<file path="src/rtl/assert_macros.svh">
// ----------------------------------------------------------------------------
// Assertion macros
// Shared concurrent assertion forms for the flow table RTL.
// ----------------------------------------------------------------------------
`ifndef ASSERT_MACROS_SVH
`define ASSERT_MACROS_SVH

// The consequent must hold in the same cycle as the antecedent.
`define LRO_ASSERT_NOW(LBL, CLK, RST, A, B) \
  LBL: assert property (@(posedge CLK) disable iff (RST) (A) |-> (B)) \
    else $error("assertion failed");

// The consequent must hold in the cycle after the antecedent.
`define LRO_ASSERT_NEXT(LBL, CLK, RST, A, B) \
  LBL: assert property (@(posedge CLK) disable iff (RST) (A) |=> (B)) \
    else $error("assertion failed");

`endif

</file>
<file path="src/rtl/lro_pkg.sv">
// ----------------------------------------------------------------------------
// LRO flow table package
// Types, codes and constants shared by the flow table modules.
// ----------------------------------------------------------------------------
`default_nettype none

package lro_pkg;

  localparam int FLOW_SLOTS = 64;
  localparam int IDX_W      = $clog2(FLOW_SLOTS);
  localparam int SLOT_W     = 6;

  localparam logic [IDX_W-1:0] IDX_LAST = IDX_W'(FLOW_SLOTS - 1);

  localparam logic [1:0] REQ_TICK  = 2'd0;
  localparam logic [1:0] REQ_OTHER = 2'd1;
  localparam logic [1:0] REQ_TCP   = 2'd2;

  localparam logic [1:0] CFG_AGE_LIMIT = 2'd0;
  localparam logic [1:0] CFG_MAX_LEN   = 2'd1;
  localparam logic [1:0] CFG_FLAG_MASK = 2'd2;

  localparam logic [15:0] AGE_LIMIT_RST = 16'd100;
  localparam logic [15:0] MAX_LEN_RST   = 16'd64000;
  localparam logic [7:0]  FLAG_MASK_RST = 8'hef;

  typedef enum logic [2:0] {
    ACT_FWD      = 3'd0,
    ACT_FWD_CSUM = 3'd1,
    ACT_FLUSH    = 3'd2,
    ACT_ABSORB   = 3'd3,
    ACT_NONE     = 3'd4
  } action_t;

  typedef enum logic [1:0] {
    ST_IDLE,
    ST_SCAN,
    ST_APPLY,
    ST_TAIL
  } state_t;

  typedef struct packed {
    logic        valid;
    logic [31:0] src_ip;
    logic [31:0] dst_ip;
    logic [15:0] sport;
    logic [15:0] dport;
    logic [31:0] seq_exp;
    logic [31:0] ack;
    logic [15:0] len;
    logic [7:0]  flags;
    logic [1:0]  ecn;
    logic [31:0] stamp;
  } entry_t;

  typedef struct packed {
    logic        is_tick;
    logic [31:0] now;
    logic [31:0] src_ip;
    logic [31:0] dst_ip;
    logic [15:0] sport;
    logic [15:0] dport;
    logic [31:0] seq;
    logic [31:0] ack;
    logic [7:0]  flags;
    logic [1:0]  ecn;
    logic [15:0] flen;
    logic [15:0] plen;
  } req_t;

  typedef struct packed {
    logic [15:0] age_limit;
    logic [15:0] max_len;
    logic [7:0]  mask;
  } cfg_t;

  typedef struct packed {
    action_t           action;
    logic [SLOT_W-1:0] slot;
    logic [15:0]       len;
    logic [7:0]        flags;
    logic [1:0]        ecn;
  } result_t;

  // Everything the head evaluator derives from the slot at the head of the ring.
  typedef struct packed {
    logic        match;
    logic        aged;
    logic        seq_ok;
    logic        over;
    logic        merge_flush;
    logic        new_flag;
    logic [31:0] age;
    entry_t      start_e;
    entry_t      merge_e;
    result_t     flush_r;
    result_t     fwd_r;
    result_t     new_r;
    result_t     mflush_r;
    result_t     mabs_r;
  } eval_t;

endpackage

`default_nettype wire

</file>
<file path="src/rtl/lro_head.sv">
// ----------------------------------------------------------------------------
// LRO head evaluator
// Compares the slot at the head of the ring with the current request.
// ----------------------------------------------------------------------------
`default_nettype none

module lro_head (
  input  wire lro_pkg::entry_t        e,
  input  wire logic [lro_pkg::IDX_W-1:0] idx,
  input  wire lro_pkg::req_t          rq,
  input  wire lro_pkg::cfg_t          cfg,
  output lro_pkg::eval_t              ev
);
  import lro_pkg::*;

  logic [16:0]       sum;
  logic [7:0]        mflags;
  logic [1:0]        mecn;
  logic [31:0]       nseq;
  logic [SLOT_W-1:0] sl;

  always_comb begin
    sum    = {1'b0, e.len} + {1'b0, rq.plen};
    mflags = e.flags | rq.flags;
    mecn   = e.ecn | rq.ecn;
    nseq   = rq.seq + {16'd0, rq.plen};
    sl     = SLOT_W'(idx);

    ev.age         = rq.now - e.stamp;
    ev.aged        = e.valid && (ev.age > {16'd0, cfg.age_limit});
    ev.match       = e.valid && (e.src_ip == rq.src_ip) && (e.dst_ip == rq.dst_ip) &&
                     (e.sport == rq.sport) && (e.dport == rq.dport);
    ev.seq_ok      = (e.seq_exp == rq.seq) && (e.ack == rq.ack);
    ev.over        = sum > {1'b0, cfg.max_len};
    ev.merge_flush = (mflags & cfg.mask) != 8'd0;
    ev.new_flag    = (rq.flags & cfg.mask) != 8'd0;

    ev.start_e.valid   = 1'b1;
    ev.start_e.src_ip  = rq.src_ip;
    ev.start_e.dst_ip  = rq.dst_ip;
    ev.start_e.sport   = rq.sport;
    ev.start_e.dport   = rq.dport;
    ev.start_e.seq_exp = nseq;
    ev.start_e.ack     = rq.ack;
    ev.start_e.len     = rq.flen;
    ev.start_e.flags   = rq.flags;
    ev.start_e.ecn     = rq.ecn;
    ev.start_e.stamp   = rq.now;

    ev.merge_e         = e;
    ev.merge_e.len     = sum[15:0];
    ev.merge_e.flags   = mflags;
    ev.merge_e.ecn     = mecn;
    ev.merge_e.seq_exp = nseq;

    ev.flush_r  = '{action: ACT_FLUSH, slot: sl, len: e.len, flags: e.flags, ecn: e.ecn};
    ev.fwd_r    = '{action: ACT_FWD, slot: '0, len: rq.flen, flags: rq.flags, ecn: rq.ecn};
    ev.new_r    = '{action: ACT_ABSORB, slot: sl, len: rq.flen, flags: rq.flags,
                    ecn: rq.ecn};
    ev.mflush_r = '{action: ACT_FLUSH, slot: sl, len: sum[15:0], flags: mflags, ecn: mecn};
    ev.mabs_r   = '{action: ACT_ABSORB, slot: sl, len: sum[15:0], flags: mflags, ecn: mecn};
  end

endmodule

`default_nettype wire

</file>
<file path="config.mk">
export PLATFORM = sky130hd
export DESIGN_NAME = lro_head
export DESIGN_NICKNAME = d
export VERILOG_FILES = /design/src/rtl/assert_macros.svh /design/src/rtl/lro_pkg.sv /design/src/rtl/lro_head.sv
export SDC_FILE = /design/constraint.sdc
export NUM_CORES = 1
export LEC_CHECK = 0
export BUFFER_PORTS_ARGS = -buffer_cell sky130_fd_sc_hd__buf_2
export CORE_AREA = 2 2 447 449
export DETAILED_ROUTE_END_ITERATION = 7
export DIE_AREA = 0 0 449 451
export MAX_ROUTING_LAYER = met4
export PLACE_DENSITY = 0.3
export SYNTH_ARGS = -nofsm -noshare
export SYNTH_HDL_FRONTEND = slang
export SYNTH_SLANG_ARGS = --single-unit
</file>
<file path="constraint.sdc">
create_clock -name vclk -period 3.63
set_input_delay 0.1815 -clock vclk [all_inputs]
set_output_delay 0.1815 -clock vclk [all_outputs]
set_load 0.005 [all_outputs]
</file>
==> flow_summary_export.csv <==
group,metric,value,unit
status,status,"finished, violations left",
status,violations,"negative setup slack",
sta,fin_crit,4.26,ns
power,power_density,189,nW/um2
final_layout,fin_nets,2676,
detailed_routing,wl_per_cell,25.6,um
worst_hold_path,min-delay-start,"rq[19]",
power,leakage,8.06,nW
sta,relSlewSlack,37.8,%
place,gp_congestion,0.924,
yosys,avgSynthCellArea,7.26,um2
place,post-place-ws,-0.854,ns
final_layout,register_area,0,um2
yosys,yosysSeqAreaShare,0,%
final_layout,nClkBuffers,0,
place,hpwl,117000,um
critical_path,required,3.45,ns
place,numPortBuffers,1034,
critical_path,worstPathCellList,"buf_6 -> inv_4 -> ha_4 -> nor2b_4 -> o31a_1 -> o31ai_4 -> buf_12 -> nor2_2 -> nor2_2 -> o21bai_1 -> a21oi_1 -> xnor2_1 -> ha_1 -> nand4_1 -> o21ai_1 -> nor2_1 -> a21oi_2 -> a211o_1 -> a21o_1 -> or4bb_4 -> o41a_1 -> buf_6",
power,vdd_drop_max,0.106,mV
critical_path,crit_type,"in2out",
critical_path,crit_end,"ev[649]",
sta,period_share,117,%
critical_path,cp_slowest_cell,"or4bb_4",
grt,grt_busiest_layer,"met2",
grt,grt_max_degree,9,
critical_path,critPathArrivalTime,4.08,ns
critical_path,cp_num_buf_inv,4,
floorplan,initial_core_util,5.24,%
detailed_routing,drtIter0Drc,795,
detailed_routing,vias_per_cell,2.64,
critical_path,cp-end-kind,"primary output",
sta,fmax,235,MHz
yosys,synth_top_area_share,40.1,%
sta,tightestPinTransition,0.933,ns
grt,gr-total-overflow,0,
yosys,ys_types,65,
sta,rsz0062_at_grt,"yes",
detailed_routing,wl,122000,um
yosys,synth_top_area_cell,"buf_4",
cts,cts_hold_buf,0,
grt,met2_usage,20.4,%
grt,grt_pass1_wl,145000,um
critical_path,cp_max_fo,3,
final_layout,syn2layout_area_growth,59.4,%
grt,grt_pass1_vias,11600,
grt,use_met3,3.89,%
detailed_routing,drc_errors,0,
final_layout,final_common_cell,"buf_2",
critical_path,path_depth,22,
yosys,syn-instance-count,1430,
critical_path,cp_slowest_stage_delay,0.55,ns
sta,fin_ws,-0.631,ns
floorplan,fp.dieW,449,um
critical_path,crit_family,"compound AO/OA/AOI/OAI gates",
grt,antenna_found_initial,124,
floorplan,pin_count,1151,
yosys,yosys_warnings,0,
sta,hold_viol,0,
final_layout,nFlopsAndLatches,0,
floorplan,fp.coreArea,198000,um2
floorplan,die_y,451,um
detailed_routing,ant_nets,0,
yosys,synth_area_leaders,"buf_4, ha_1, xor2_1",
yosys,syn_area,10400,um2
worst_hold_path,hp-class,"in2out",
floorplan,dieArea,202000,um2
floorplan,std_cell_rows,164,
sta,final-max-slew-violation-count,0,
final_layout,final_layout_size_suffix_gt1_share,61.2,%
detailed_routing,via_count,12600,
grt,use_met1,13.0,%
critical_path,cp-start-kind,"input pin",
sta,finalSetupViolCount,2,
final_layout,postLayoutCoreUtil,8.35,%
detailed_routing,first_pass_iters,5,
job,max-cap-violations,0,
final_layout,mostFrequentLayoutCells,"buf_2, buf_4, inv_1",
critical_path,crit_start,"e[1]",
grt,gr-usage-all-layers,11.6,%
-- cell usage after synthesis, types with 3 or more instances --
cell / instances
a21oi_1: 50
clkbuf_1: 6
nand3_1: 24
o22ai_1: 18
o21ai_1: 7
or3_1: 3
o41ai_2: 3
a22oi_1: 8
ha_1: 95
a221oi_1: 16
fa_1: 3
o21bai_1: 4
or2_2: 13
nand2b_1: 12
a211oi_1: 5
a211o_1: 3
a21o_1: 22
nor2_1: 45
nor2b_1: 11
o211ai_1: 4
and4_1: 5
a221o_1: 3
xor2_1: 105
nand4_1: 28
o2111ai_1: 3
xnor2_1: 77
nor3_1: 14
o21a_1: 16
o21ai_0: 25
nor4_1: 32
buf_4: 555
and3_1: 7
nand2_1: 27
o2bb2ai_1: 5
inv_1: 134
-- logic make-up after synthesis --
group,count (synthesis),share of synthesized area (%)
simple gates,230,12.0
fa+ha+maj,98,12.0
other cells,2,0.0723
buf+inv,695,45.2
mux,1,0.0964
xor+xnor,182,15.3
compound gates,222,15.3
-- layer usage --
metal / vias up / share of wire (%) / wire length (um)
met4: 0 / 2.0 / 2400
li1: 5589 / - / -
met3: 173 / 8.7 / 10600
met1: 5971 / 39 / 47400
met2: 834 / 50 / 61200
met5: - / 0 / 0
-- stage by stage --
stage               area, um2  setup TNS (ns)  instances  total power, mW  hold slack, ns
floorplan               10500         -0.0588       1450             1.51           0.430
global placement        16000           -4.43       4722             3.07           0.363
detailed placement      16000           -4.15       4722             3.05           0.363
CTS                     16200           -1.22       4728             3.14           0.363
global route            16500           -1.26       4749             3.38           0.363
finish                  16600          -0.885       4760             3.13           0.363
-- timing repair --
item | in CTS | in global routing
endpoints found under the setup margin | 20 | 24
resized for setup | 58 | 54
gates cloned | 0 | 0
pin swaps | 42 | 40
buffers inserted | 7 | 4
-- how the worst min path moves through the flow --
| stage | depth (start not counted) | endpoint |
|---|---|---|
| global route | 0 | ev[439] |
| floorplan | 1 | ev[283] |
| finish | 0 | ev[439] |
| CTS | 0 | ev[442] |
| detailed placement | 0 | ev[442] |
| global placement | 0 | ev[442] |
-- final cells by class --
| class | count | area (um2) |
|---|---|---|
| Timing Repair Buffer | 1187 | 6510 |
| Fill cell | 23600 | 182000 |
| Multi-Input combinational cell | 755 | 6150 |
| Antenna cell | 28 | 70.1 |
| Tap cell | 2656 | 3320 |
| Inverter | 134 | 505 |
-- power breakdown --
group | switching [mW] | internal (mW) | leakage, nW
sequential | 0 | 0 | 0
combinational | 1.80 | 1.34 | 8.06
clock | 0 | 0.00000104 | 0.000177
total | 1.80 | 1.34 | 8.06
No activity file was read; power rests on OpenSTA's default activity.
